$ cat config.mk
export PLATFORM = sky130hd
export DESIGN_NAME = descriptor_table_allocator
export DESIGN_NICKNAME = d
export VERILOG_FILES = /design/src/hdl/dta_pkg.sv /design/src/hdl/descriptor_table_allocator.sv /design/src/hdl/dta_handle_ram.sv /design/src/hdl/dta_free_find.sv
export SDC_FILE = /design/constraint.sdc
export NUM_CORES = 2
export LEC_CHECK = 0
export BUFFER_PORTS_ARGS = -buffer_cell sky130_fd_sc_hd__buf_2
export CAP_MARGIN = 40
export CORE_MARGIN = 2
export CORE_UTILIZATION = 35
export CTS_BUF_LIST = sky130_fd_sc_hd__clkbuf_4 sky130_fd_sc_hd__clkbuf_8
export CTS_CLUSTER_DIAMETER = 100
export DETAILED_ROUTE_END_ITERATION = 16
export PLACE_DENSITY_LB_ADDON = 0.08
export SLEW_MARGIN = 0
export SYNTH_ARGS = -nofsm -noshare
export SYNTH_HDL_FRONTEND = slang
export SYNTH_SLANG_ARGS = --single-unit
$ cat constraint.sdc
create_clock -name clk -period 6.7 [get_ports clk]
set_clock_uncertainty 0.1 [all_clocks]
set_input_delay 1.34 -clock clk [delete_from_list [all_inputs] [get_ports clk]]
set_output_delay 1.34 -clock clk [all_outputs]
set_load 0.01 [all_outputs]
$ cat src/hdl/dta_pkg.sv
// shared types and constants of the descriptor table allocator
package dta_pkg;

  // field widths fixed by the interface
  localparam int FD_W     = 8;
  localparam int HANDLE_W = 16;
  localparam int RFD_W    = 7;
  localparam int HINT_W   = 7;

  localparam logic [HINT_W-1:0] HINT_MAX = 7'd127;

  // operation codes
  typedef enum logic [2:0] {
    MODE_ALLOC       = 3'd0,
    MODE_RELEASE     = 3'd1,
    MODE_INSTALL     = 3'd2,
    MODE_GET         = 3'd3,
    MODE_DUP2        = 3'd4,
    MODE_DUPFD       = 3'd5,
    MODE_GET_CLOEXEC = 3'd6,
    MODE_SET_CLOEXEC = 3'd7
  } mode_t;

  // result status codes
  typedef enum logic [1:0] {
    ST_OK    = 2'd0,
    ST_BADFD = 2'd1,
    ST_FULL  = 2'd2,
    ST_INVAL = 2'd3
  } status_t;

  // one result word
  typedef struct packed {
    status_t               status;
    logic [RFD_W-1:0]      result_fd;
    logic [HANDLE_W-1:0]   result_handle;
    logic                  flag;
    logic                  ref_taken;
    logic [HANDLE_W-1:0]   drop_handle;
  } res_t;

endpackage

$ cat src/hdl/descriptor_table_allocator.sv
// descriptor table allocator top level: input register, operation logic, result register
//
// Input words carry an operation (alloc, release, install, get, dup2, dupfd,
// get/set close-on-exec) with its descriptors, handle and close-on-exec bit.
// Each input word gives exactly one result word, in order.
// Both channels use valid/stall; a word moves when valid is high and stall low.
// The input register captures an accepted word while the handle store is read
// at fd and second_fd; when the word advances, the operation executes against
// the bitmaps and the result register is written. Throughput is one word per cycle
// while the result side does not stall; the free-slot search is a priority
// encoder over the open bitmap and the handle store has one write port.
// A stall on the result side holds the result register; the input register
// then holds its word and in_stall rises once both are full.
// Synchronous reset (rst_n low) empties the pipeline, clears the open and
// close-on-exec bitmaps and the allocation hint, and marks every handle
// slot empty; the block takes words as soon as reset is released.
module descriptor_table_allocator #(
  parameter int TABLE_DEPTH = 64,
  parameter int HANDLE_BITS = 16
) (
  input  logic                                 clk,
  input  logic                                 rst_n,
  input  logic                                 in_valid,
  output logic                                 in_stall,
  input  dta_pkg::mode_t                       in_mode,
  input  logic signed [dta_pkg::FD_W-1:0]      in_fd,
  input  logic signed [dta_pkg::FD_W-1:0]      in_second_fd,
  input  logic [dta_pkg::HANDLE_W-1:0]         in_handle,
  input  logic                                 in_cloexec,
  output logic                                 out_valid,
  input  logic                                 out_stall,
  output dta_pkg::status_t                     out_status,
  output logic [dta_pkg::RFD_W-1:0]            out_result_fd,
  output logic [dta_pkg::HANDLE_W-1:0]         out_result_handle,
  output logic                                 out_flag,
  output logic                                 out_ref_taken,
  output logic [dta_pkg::HANDLE_W-1:0]         out_drop_handle
);

  import dta_pkg::*;

  localparam int IDX_W = (TABLE_DEPTH > 1) ? $clog2(TABLE_DEPTH) : 1;
  localparam int SW    = (HANDLE_BITS < HANDLE_W) ? HANDLE_BITS : HANDLE_W;
  localparam logic [FD_W-1:0] DEPTH_L = FD_W'(TABLE_DEPTH);

  // pipeline control
  logic              s1_valid_r;
  logic              out_valid_r;
  logic              in_acc;
  logic              adv;

  // input register
  mode_t             s1_mode_r;
  logic [FD_W-1:0]   s1_fd_r;
  logic [FD_W-1:0]   s1_fd2_r;
  logic [SW-1:0]     s1_handle_r;
  logic              s1_cloexec_r;

  // table state
  logic [TABLE_DEPTH-1:0] open_r, open_nxt;
  logic [TABLE_DEPTH-1:0] exec_r, exec_nxt;
  logic [HINT_W-1:0]      hint_r, hint_nxt;

  // result register
  res_t              res_r, res_nxt;

  // handle store interface
  logic              wr_req;
  logic [IDX_W-1:0]  wr_addr;
  logic [SW-1:0]     wr_data;
  logic [SW-1:0]     rd_a;
  logic [SW-1:0]     rd_b;

  // operation decode helpers
  logic              fd_ok, fd2_ok;
  logic [IDX_W-1:0]  fd_idx, fd2_idx;
  logic [7:0]        search_start;
  logic              free_found;
  logic [IDX_W-1:0]  free_idx;
  logic [7:0]        free_next;

  // handshake
  assign adv      = s1_valid_r && (!out_valid_r || !out_stall);
  assign in_stall = s1_valid_r && !adv;
  assign in_acc   = in_valid && !in_stall;

  // input register capture
  always_ff @(posedge clk) begin
    if (!rst_n) begin
      s1_valid_r <= 1'b0;
    end else if (in_acc) begin
      s1_valid_r <= 1'b1;
    end else if (adv) begin
      s1_valid_r <= 1'b0;
    end
  end

  always_ff @(posedge clk) begin
    if (in_acc) begin
      s1_mode_r    <= in_mode;
      s1_fd_r      <= in_fd;
      s1_fd2_r     <= in_second_fd;
      s1_handle_r  <= in_handle[SW-1:0];
      s1_cloexec_r <= in_cloexec;
    end
  end

  // handle store, read at capture and written when the word executes
  dta_handle_ram #(
    .DEPTH  (TABLE_DEPTH),
    .IDX_W  (IDX_W),
    .DATA_W (SW)
  ) u_ram (
    .clk     (clk),
    .rst_n   (rst_n),
    .we      (adv && wr_req),
    .waddr   (wr_addr),
    .wdata   (wr_data),
    .re      (in_acc),
    .ra_addr (in_fd[IDX_W-1:0]),
    .rb_addr (in_second_fd[IDX_W-1:0]),
    .ra_data (rd_a),
    .rb_data (rd_b)
  );

  // range checks on the signed descriptors
  assign fd_ok   = !s1_fd_r[FD_W-1] && (s1_fd_r < DEPTH_L);
  assign fd2_ok  = !s1_fd2_r[FD_W-1] && (s1_fd2_r < DEPTH_L);
  assign fd_idx  = s1_fd_r[IDX_W-1:0];
  assign fd2_idx = s1_fd2_r[IDX_W-1:0];

  // shared free-slot search, from the hint for alloc and from second_fd for dupfd
  assign search_start = (s1_mode_r == MODE_ALLOC) ? {1'b0, hint_r} : s1_fd2_r;

  dta_free_find #(
    .DEPTH (TABLE_DEPTH),
    .IDX_W (IDX_W)
  ) u_find (
    .open_map (open_r),
    .start    (search_start),
    .found    (free_found),
    .idx      (free_idx)
  );

  assign free_next = 8'(free_idx) + 8'd1;

  // operation execute
  always_comb begin
    open_nxt = open_r;
    exec_nxt = exec_r;
    hint_nxt = hint_r;
    res_nxt  = '0;
    res_nxt.status = ST_OK;
    wr_req   = 1'b0;
    wr_addr  = fd_idx;
    wr_data  = s1_handle_r;
    case (s1_mode_r)
      MODE_ALLOC: begin
        if (!free_found) begin
          res_nxt.status = ST_FULL;
        end else begin
          open_nxt[free_idx] = 1'b1;
          exec_nxt[free_idx] = s1_cloexec_r;
          hint_nxt = (free_next > 8'(HINT_MAX)) ? HINT_MAX : free_next[HINT_W-1:0];
          res_nxt.result_fd = RFD_W'(free_idx);
        end
      end
      MODE_RELEASE: begin
        if (!fd_ok) begin
          res_nxt.status = ST_BADFD;
        end else begin
          open_nxt[fd_idx] = 1'b0;
          if (s1_fd_r[HINT_W-1:0] < hint_r) begin
            hint_nxt = s1_fd_r[HINT_W-1:0];
          end
          res_nxt.result_fd = s1_fd_r[RFD_W-1:0];
        end
      end
      MODE_INSTALL: begin
        if (!fd_ok) begin
          res_nxt.status = ST_FULL;
        end else begin
          wr_req  = 1'b1;
          wr_addr = fd_idx;
          wr_data = s1_handle_r;
          res_nxt.result_fd = s1_fd_r[RFD_W-1:0];
        end
      end
      MODE_GET: begin
        if (!fd_ok || (rd_a == '0)) begin
          res_nxt.status = ST_BADFD;
        end else begin
          res_nxt.result_handle = HANDLE_W'(rd_a);
          res_nxt.ref_taken     = 1'b1;
          res_nxt.result_fd     = s1_fd_r[RFD_W-1:0];
        end
      end
      MODE_DUP2: begin
        if (!fd_ok || (rd_a == '0)) begin
          res_nxt.status = ST_BADFD;
        end else if (s1_fd_r == s1_fd2_r) begin
          res_nxt.result_fd = s1_fd_r[RFD_W-1:0];
        end else if (!fd2_ok) begin
          res_nxt.status = ST_BADFD;
        end else begin
          wr_req  = 1'b1;
          wr_addr = fd2_idx;
          wr_data = rd_a;
          open_nxt[fd2_idx] = 1'b1;
          exec_nxt[fd2_idx] = 1'b0;
          res_nxt.result_handle = HANDLE_W'(rd_a);
          res_nxt.drop_handle   = HANDLE_W'(rd_b);
          res_nxt.ref_taken     = 1'b1;
          res_nxt.result_fd     = s1_fd2_r[RFD_W-1:0];
        end
      end
      MODE_DUPFD, MODE_GET_CLOEXEC, MODE_SET_CLOEXEC: begin
        if (!fd_ok || !open_r[fd_idx]) begin
          res_nxt.status = ST_BADFD;
        end else if (s1_mode_r == MODE_DUPFD) begin
          if (!fd2_ok) begin
            res_nxt.status = ST_INVAL;
          end else if (!free_found) begin
            res_nxt.status = ST_FULL;
          end else begin
            wr_req  = 1'b1;
            wr_addr = free_idx;
            wr_data = rd_a;
            open_nxt[free_idx] = 1'b1;
            exec_nxt[free_idx] = 1'b0;
            res_nxt.result_handle = HANDLE_W'(rd_a);
            res_nxt.ref_taken     = (rd_a != '0);
            res_nxt.result_fd     = RFD_W'(free_idx);
          end
        end else if (s1_mode_r == MODE_GET_CLOEXEC) begin
          res_nxt.flag      = exec_r[fd_idx];
          res_nxt.result_fd = s1_fd_r[RFD_W-1:0];
        end else begin
          exec_nxt[fd_idx]  = s1_fd2_r[0];
          res_nxt.result_fd = s1_fd_r[RFD_W-1:0];
        end
      end
      default: begin
        res_nxt.status = ST_INVAL;
      end
    endcase
  end

  // table state update, once per executed word
  always_ff @(posedge clk) begin
    if (!rst_n) begin
      open_r <= '0;
      exec_r <= '0;
      hint_r <= '0;
    end else if (adv) begin
      open_r <= open_nxt;
      exec_r <= exec_nxt;
      hint_r <= hint_nxt;
    end
  end

  // result register
  always_ff @(posedge clk) begin
    if (!rst_n) begin
      out_valid_r <= 1'b0;
    end else if (adv) begin
      out_valid_r <= 1'b1;
    end else if (!out_stall) begin
      out_valid_r <= 1'b0;
    end
  end

  always_ff @(posedge clk) begin
    if (adv) begin
      res_r <= res_nxt;
    end
  end

  assign out_valid         = out_valid_r;
  assign out_status        = res_r.status;
  assign out_result_fd     = res_r.result_fd;
  assign out_result_handle = res_r.result_handle;
  assign out_flag          = res_r.flag;
  assign out_ref_taken     = res_r.ref_taken;
  assign out_drop_handle   = res_r.drop_handle;

endmodule

$ cat src/hdl/dta_handle_ram.sv
// handle store: one write port, two registered read ports, per-entry valid bits
module dta_handle_ram #(
  parameter int DEPTH  = 64,
  parameter int IDX_W  = 6,
  parameter int DATA_W = 16
) (
  input  logic              clk,
  input  logic              rst_n,
  input  logic              we,
  input  logic [IDX_W-1:0]  waddr,
  input  logic [DATA_W-1:0] wdata,
  input  logic              re,
  input  logic [IDX_W-1:0]  ra_addr,
  input  logic [IDX_W-1:0]  rb_addr,
  output logic [DATA_W-1:0] ra_data,
  output logic [DATA_W-1:0] rb_data
);

  logic [DATA_W-1:0] handle_mem_r [DEPTH];
  logic [DEPTH-1:0]  vld_r;
  logic [DATA_W-1:0] ra_data_r;
  logic [DATA_W-1:0] rb_data_r;

  // storage array, no reset
  always_ff @(posedge clk) begin
    if (we) begin
      handle_mem_r[waddr] <= wdata;
    end
  end

  // written entries, cleared at reset so unwritten slots read zero
  always_ff @(posedge clk) begin
    if (!rst_n) begin
      vld_r <= '0;
    end else if (we) begin
      vld_r[waddr] <= 1'b1;
    end
  end

  // registered reads, a same-cycle write is passed through
  always_ff @(posedge clk) begin
    if (re) begin
      if (we && (waddr == ra_addr)) begin
        ra_data_r <= wdata;
      end else if (vld_r[ra_addr]) begin
        ra_data_r <= handle_mem_r[ra_addr];
      end else begin
        ra_data_r <= '0;
      end
      if (we && (waddr == rb_addr)) begin
        rb_data_r <= wdata;
      end else if (vld_r[rb_addr]) begin
        rb_data_r <= handle_mem_r[rb_addr];
      end else begin
        rb_data_r <= '0;
      end
    end
  end

  assign ra_data = ra_data_r;
  assign rb_data = rb_data_r;

endmodule

$ cat src/hdl/dta_free_find.sv
// lowest clear bit of the open bitmap at or above a start position
module dta_free_find #(
  parameter int DEPTH = 64,
  parameter int IDX_W = 6
) (
  input  logic [DEPTH-1:0] open_map,
  input  logic [7:0]       start,
  output logic             found,
  output logic [IDX_W-1:0] idx
);

  logic [DEPTH-1:0] cand;

  // free slots at or above the start
  always_comb begin
    for (int i = 0; i < DEPTH; i++) begin
      cand[i] = !open_map[i] && (8'(i) >= start);
    end
  end

  // priority encoder, lowest index wins
  always_comb begin
    idx = '0;
    for (int i = DEPTH - 1; i >= 0; i--) begin
      if (cand[i]) begin
        idx = IDX_W'(i);
      end
    end
  end

  assign found = |cand;

endmodule
; Yosys cells after proc, flatten, opt, wreduce, memory -nomap -nowiden
; Memories as Yosys holds them, arrays and structs flattened.
; Cells that the tools add are included.
[totals]
mem_count = 1
output_inout_bits = 45
latch_bits = 0
ram_bits = 1024
regBits = 312
mem_bits_ro = 0
[op_classes]
reduce_logical = 165
shifts = 0
eq_ne = 23
n_lt_le_gt_ge = 78
div_mod_pow = 0
n_mul = 0
add_sub_neg = 1
mux = 176
bitwise_logic = 13
[memory_table]
columns = name, words, word_bits, rd, rd_clocked_by_memory_dff, wr, line
row1 = u_ram.handle_mem_r, 64, 16, 2, 0, 1, dta_handle_ram.sv:19  ; logic [DATA_W-1:0] handle_mem_r [DEPTH];
[ops]
columns = cell, count
row1 = $mux 64, 17
row2 = $mux 6, 72
row3 = $ge 6x8->1 const A, 32
row4 = $pmux 64 s4, 1
row5 = $mux 16, 13
row6 = $and 64x64->64, 3
row7 = $not 64->64, 3
row8 = $or 64x64->64, 3
row9 = $pmux 64 s3, 1
row10 = $bwmux 64, 2
row11 = $ge 5x8->1 const A, 16
row12 = $logic_and 1x1->1, 76
row13 = $logic_not 1->1, 72
row14 = $mux 23, 3
row15 = $ge 4x8->1 const A, 8
row16 = $reduce_or 64->1, 1
row17 = $pmux 9 s6, 1
row18 = $mux 17, 3
row19 = $mux 7, 7
row20 = $pmux 16 s3, 1
row21 = $mux 22, 2
row22 = $lt 6x7->1 const B, 6
row23 = $mux 1, 33
row24 = $ge 3x8->1 const A, 4
row25 = other kinds (37), 76

; Longest topological paths before layout
[depth]
ltp_word = 79
ltp_mapped = 21
mapped_depth_nobuf = 14

; By module
; A second synthesis with hierarchy kept.
[hier_totals]
cells_unflattened = 5238
area_unflattened_um2 = 69698.1
[modules_own_cells]
columns = module, n_inst, seq_area_each_um2, area_each_um2, cells_per_inst
row1 = dta_handle_ram, 1, 32991.6, 52716.8, 3066
row2 = descriptor_table_allocator, 1, 5114.9, 14689.1, 1806
row3 = dta_free_find, 1, 0.0, 2292.2, 366

; Worst setup path before layout
; No wires, ideal clock.
[synth_timing]
kind = input to register
from = input port out_stall
to = memory u_ram.handle_mem_r[34][0], enable pin
t_arrival_ps = 5291
setup_slack_ps = 919
n_path_buf = 0
t_required_ps = 6210
cell_stages = 5
cell_sequence = a21boi_1 > o21ai_1 > o21ba_2 > nand2_1 > nor2_1
[synth_between]
elab_chain_cells = 6
[synth_rtl]
columns = element, line
row1 = from (decl), descriptor_table_allocator.sv:31  ; input logic out_stall,
row2 = $logic_not 1->1, n/a
row3 = $logic_or 1x1->1, descriptor_table_allocator.sv:83  ; assign adv = s1_valid_r && (!out_valid_r || !out_stall);
row4 = $logic_and 1x1->1, descriptor_table_allocator.sv:83
row5 = $logic_and 1x1->1, descriptor_table_allocator.sv:116  ; .we (adv && wr_req),
row6 = $mux 1, dta_handle_ram.sv:26  ; if (we) begin
row7 = $mux 1 (not written as such), dta_handle_ram.sv:27  ; handle_mem_r[waddr] <= wdata;
row8 = to (decl), dta_handle_ram.sv:19
; No other way between the ends.

; Worst setup path in the final report
[layout_timing]
from = register s1_mode_r[2]
to = register u_ram.vld_r[0]
[layout_between]
elab_chain_cells = 78
word_cells_on_any_way = 218
classes_between = order compare: 66 / eq/ne: 5 / mux: 77 / bitwise: 1 / reduce/logical: 69
[layout_rtl]
columns = element, line
row1 = from (decl), descriptor_table_allocator.sv:53  ; mode_t s1_mode_r;
row2 = from (signal assigned), descriptor_table_allocator.sv:100  ; s1_mode_r <= in_mode;
row3 = $logic_not 3->1, descriptor_table_allocator.sv:133  ; assign search_start = (s1_mode_r == MODE_ALLOC) ? {1'b0, hint_r} : s1_fd2_r;
row4 = $mux 8, descriptor_table_allocator.sv:133
row5 = $ge 6x8->1, dta_free_find.sv:17  ; cand[i] = !open_map[i] && (8'(i) >= start);
row6 = $logic_and 1x1->1, dta_free_find.sv:17
row7 = $mux 6 (64 in a row), dta_free_find.sv:25  ; if (cand[i]) begin
row8 = $mux 6, descriptor_table_allocator.sv:223  ; end else if (!free_found) begin
row9 = $mux 6, descriptor_table_allocator.sv:221  ; if (!fd2_ok) begin
row10 = $mux 6, descriptor_table_allocator.sv:220  ; end else if (s1_mode_r == MODE_DUPFD) begin
row11 = $mux 6, descriptor_table_allocator.sv:218  ; if (!fd_ok || !open_r[fd_idx]) begin
row12 = $pmux 6 s2, descriptor_table_allocator.sv:157  ; case (s1_mode_r)
row13 = $lt 6x7->1 (not written as such) or $ge 6x1->1 (tied branches), dta_handle_ram.sv:36  ; vld_r[waddr] <= 1'b1;
row14 = $logic_and 1x1->1 (not written as such), dta_handle_ram.sv:36
row15 = $mux 1 (not written as such), dta_handle_ram.sv:36
row16 = $demux 1 s6, n/a
row17 = $or 64x64->64 (no line), n/a
row18 = to (signal assigned), dta_handle_ram.sv:34  ; vld_r <= '0;
row19 = "to (signal, indexed assignment)", dta_handle_ram.sv:36
row20 = to (decl), dta_handle_ram.sv:20  ; logic [DEPTH-1:0] vld_r;
; Several ways; a longest one is shown, not always the timed one.
; A chain may end at the register's enable or synchronous reset.

==> results.yml <==
outcome:
  status: "finished, final reports clean"
global_routing:
  globalRouteOverflowTotal: 0
  grt_antenna_before_repair: 19
  first_global_vias: 48192
  grt_max_degree: 67
  grt_pass1_wl_um: 389000
  grt.total_usage_pct: 27.4
placed_design:
  place_inst: 7266
  dp_hpwl_um: 194000
  io_buffers: 84
  place_congestion: 0.956
routing:
  routed_via_density: 6.26
  vias: 48293
  post-route-drc-count: 0
  drt-total-wl_um: 281000
  antenna_left: 0
  maxUsedRoutingLayer: "met5"
  wl_met2_um: 137000
  wl_met1_um: 110000
  wl_met3_um: 17300
  drt_iter0_markers: 5732
  routedWlPerCell_um: 36.4
  drtPass1Iterations: 9
clocking:
  tritoncts: "yes"
  clk_latency_ns: 1.00
  cts_setup_buffers: 0
  numClockSinks: 1336
  cts_repair_resize_count: 0
  ctsHoldBuffers: 0
  clk_path_buf_depth: 3
  path_clk_slew_ns: 0.06
  htree_num_levels: 4
  cts_root_buffer: "clkbuf_8"
  cts_buffers: 235
timing:
  fin_tns_setup_ns: 0
  setup_viol: 0
  holdWs_ns: 0.380
  drv_slew: 0
  hold_viol: 0
  rsz0062_at_grt: "false"
  min_period_ns: 6.21
  fmax_mhz: 161
  tightest_slew_ns: 0.982
  slew_headroom_pct: 34.1
  fin_crit_sh_pct: 92.7
synth:
  yosys-top-cells-area: "edfxtp_1 (49%), mux4_2 (23%), dfxtp_1 (5.8%), nand2_1 (1.5%), clkbuf_1 (1.4%)"
  syn-instance-count: 4580
  yosys.area.top_type_share_pct: 49.1
  syn-cell-area_sq_um: 69300
  ys_seq_elements: 1336
  synth-edff-count: 1135
  synth_seq_area_share_pct: 54.9
  yosys_warnings: 0
  async_flop_share_pct: 0
  yosysMostFrequentCell: "edfxtp_1"
  synthTopCellsByCount: "edfxtp_1 (1135), mux4_2 (723), nand2_1 (282)"
  synth.net_count: 4627
  synthFlopType: "edfxtp_1"
  ys_types: 111
  synth_top_area_cell: "edfxtp_1"
  synth_area_per_cell_sq_um: 15.1
power_and_ir_drop:
  peakVddDrop_v: 0.000184
  p_leak_nw: 25.3
  power_density_nw_per_um2: 247
floorplan:
  die_w_um: 449
  rows: 163
  chipHeight_um: 449
  ioPinCount: 85
  initial_utilization_pct: 35.2
  die_area_sq_um: 202000
  coreArea_sq_um: 197000
setup_path:
  cp_cell_sequence: "or3_2 > buf_4 > mux2i_2 > a211oi_1 > o211ai_1 > a2111oi_0 > o2111ai_2 > a211oi_4 > nor2_2 > a211oi_1 > or3_1 > nor2_2 > buf_4 > o21a_1"
  cp_slowest_cell: "or3_1"
  end_kind: "register"
  crit_family: "compound AO/OA/AOI/OAI gates"
  r2r_slack_ns: 0.49
  critPathBufInv: 2
  arrival_ns: 6.97
  cpPeakStageDelay_ns: 0.78
  cp_max_fo: 34
  crit_path_start_kind: "register"
  worstSetupPathType: "reg -> reg"
  crit_required_ns: 7.45
final_layout:
  final_net_count: 4911
  fillers: 18342
  drive_above_1_share_pct: 35.1
  fin_util_pct: 40.5
  stdcell_count: 7719
  multi_input_area_sq_um: 29600
  regArea_sq_um: 38100
  area_delta_synth_final_pct: 15.2
job:
  max_cap_viol_count: 0
min_path:
  hold_path_class: "reg -> reg"
==> power by group <==
part | switching (W) | total, W | internal [W]
Combinational | 0.00167 | 0.00250 | 0.000827
Clock | 0.00367 | 0.00809 | 0.00442
Sequential | 0.0000590 | 0.00912 | 0.00906
==> stage by stage <==
stage	setup slack (ns)	instance area (sq um)	power (W)
floorplan	0.919	69300	0.0106
global placement	0.609	74500	0.0117
detailed placement	0.581	74800	0.0118
CTS	0.532	79900	0.0199
global route	0.137	79900	0.0203
finish	0.486	79900	0.0197
==> kinds of logic after synthesis <==
family	Yosys count	synth area share, %
buffers and inverters	430	2.65
and+or+nand+nor	1003	7.04
adders and majority gates	7	0.126
other	1	0.00541
xor gates and xnor gates	17	0.215
DFF	1336	54.9
muxes	791	24.6
AOI/OAI and AO/OA	995	10.5
==> state kept, by name, summed over array words and instances, names as in the netlist, named ones only <==
| register | flops |
|---|---|
| hint_r | 7 |
| open_r | 64 |
| out_drop_handle | 16 |
| out_flag | 1 |
| out_ref_taken | 1 |
| out_result_fd | 7 |
| out_result_handle | 16 |
| out_status | 2 |
| out_valid | 1 |
| s1_cloexec_r | 1 |
| s1_fd2_r | 8 |
| s1_fd_r | 8 |
| s1_handle_r | 16 |
| s1_mode_r | 3 |
| s1_valid_r | 1 |
| u_ram.handle_mem_r | 1024 |
| u_ram.ra_data | 16 |
| u_ram.rb_data | 16 |
| u_ram.vld_r | 64 |
==> worst register-to-register path, cell delays in order (launching register included) <==
cell and delay (ns):
edfxtp_1 0.53, or3_2 0.68, buf_4 0.35, mux2i_2 0.27, a211oi_1 0.52, o211ai_1 0.17
a2111oi_0 0.61, o2111ai_2 0.36, a211oi_4 0.36, nor2_2 0.12, a211oi_1 0.65, or3_1 0.78
nor2_2 0.08, buf_4 0.29, o21a_1 0.23
==> layer usage <==
metal,GRT usage [%],vias to the layer above
li1,-,19859
met1,34.4,25487
met2,45.8,2270
met3,4.36,659
met4,13.8,18
met5,0,-
==> placed cells by master (no fill, tap or decap), drive strengths merged, types with 45 or more instances in the layout <==
cell	netlist	routed
nand4	45	45
o2111ai	61	61
inv	36	45
nor2	282	282
dfxtp	201	201
a31oi	62	62
o21ai	228	228
o21a	80	80
o211ai	46	46
edfxtp	1135	1135
nor3	101	101
mux2i	49	49
a21oi	109	109
clkinv	2	72
and3	51	51
clkbuf	263	351
buf	128	438
mux4	723	723
nand3	70	70
nand2	283	283
==> layout make-up <==
class | instances | area share, %
Clock buffer | 351 | 5.30
Sequential cell | 1336 | 47.7
Inverter | 38 | 0.179
Timing Repair Buffer | 439 | 4.57
Tap cell | 2640 | 4.13
Antenna cell | 10 | 0.0313
Multi-Input combinational cell | 2814 | 37.1
Clock inverter | 91 | 0.996
==> final timing paths <==
check,from,endpoint,depth (start not counted)
max,s1_mode_r[2],u_ram.vld_r[0],14
min,u_ram.vld_r[42],u_ram.vld_r[42],1
min reg2reg,u_ram.vld_r[42],u_ram.vld_r[42],1
max reg2reg,s1_mode_r[2],u_ram.vld_r[0],14
Power figures use the tool's default switching activity.
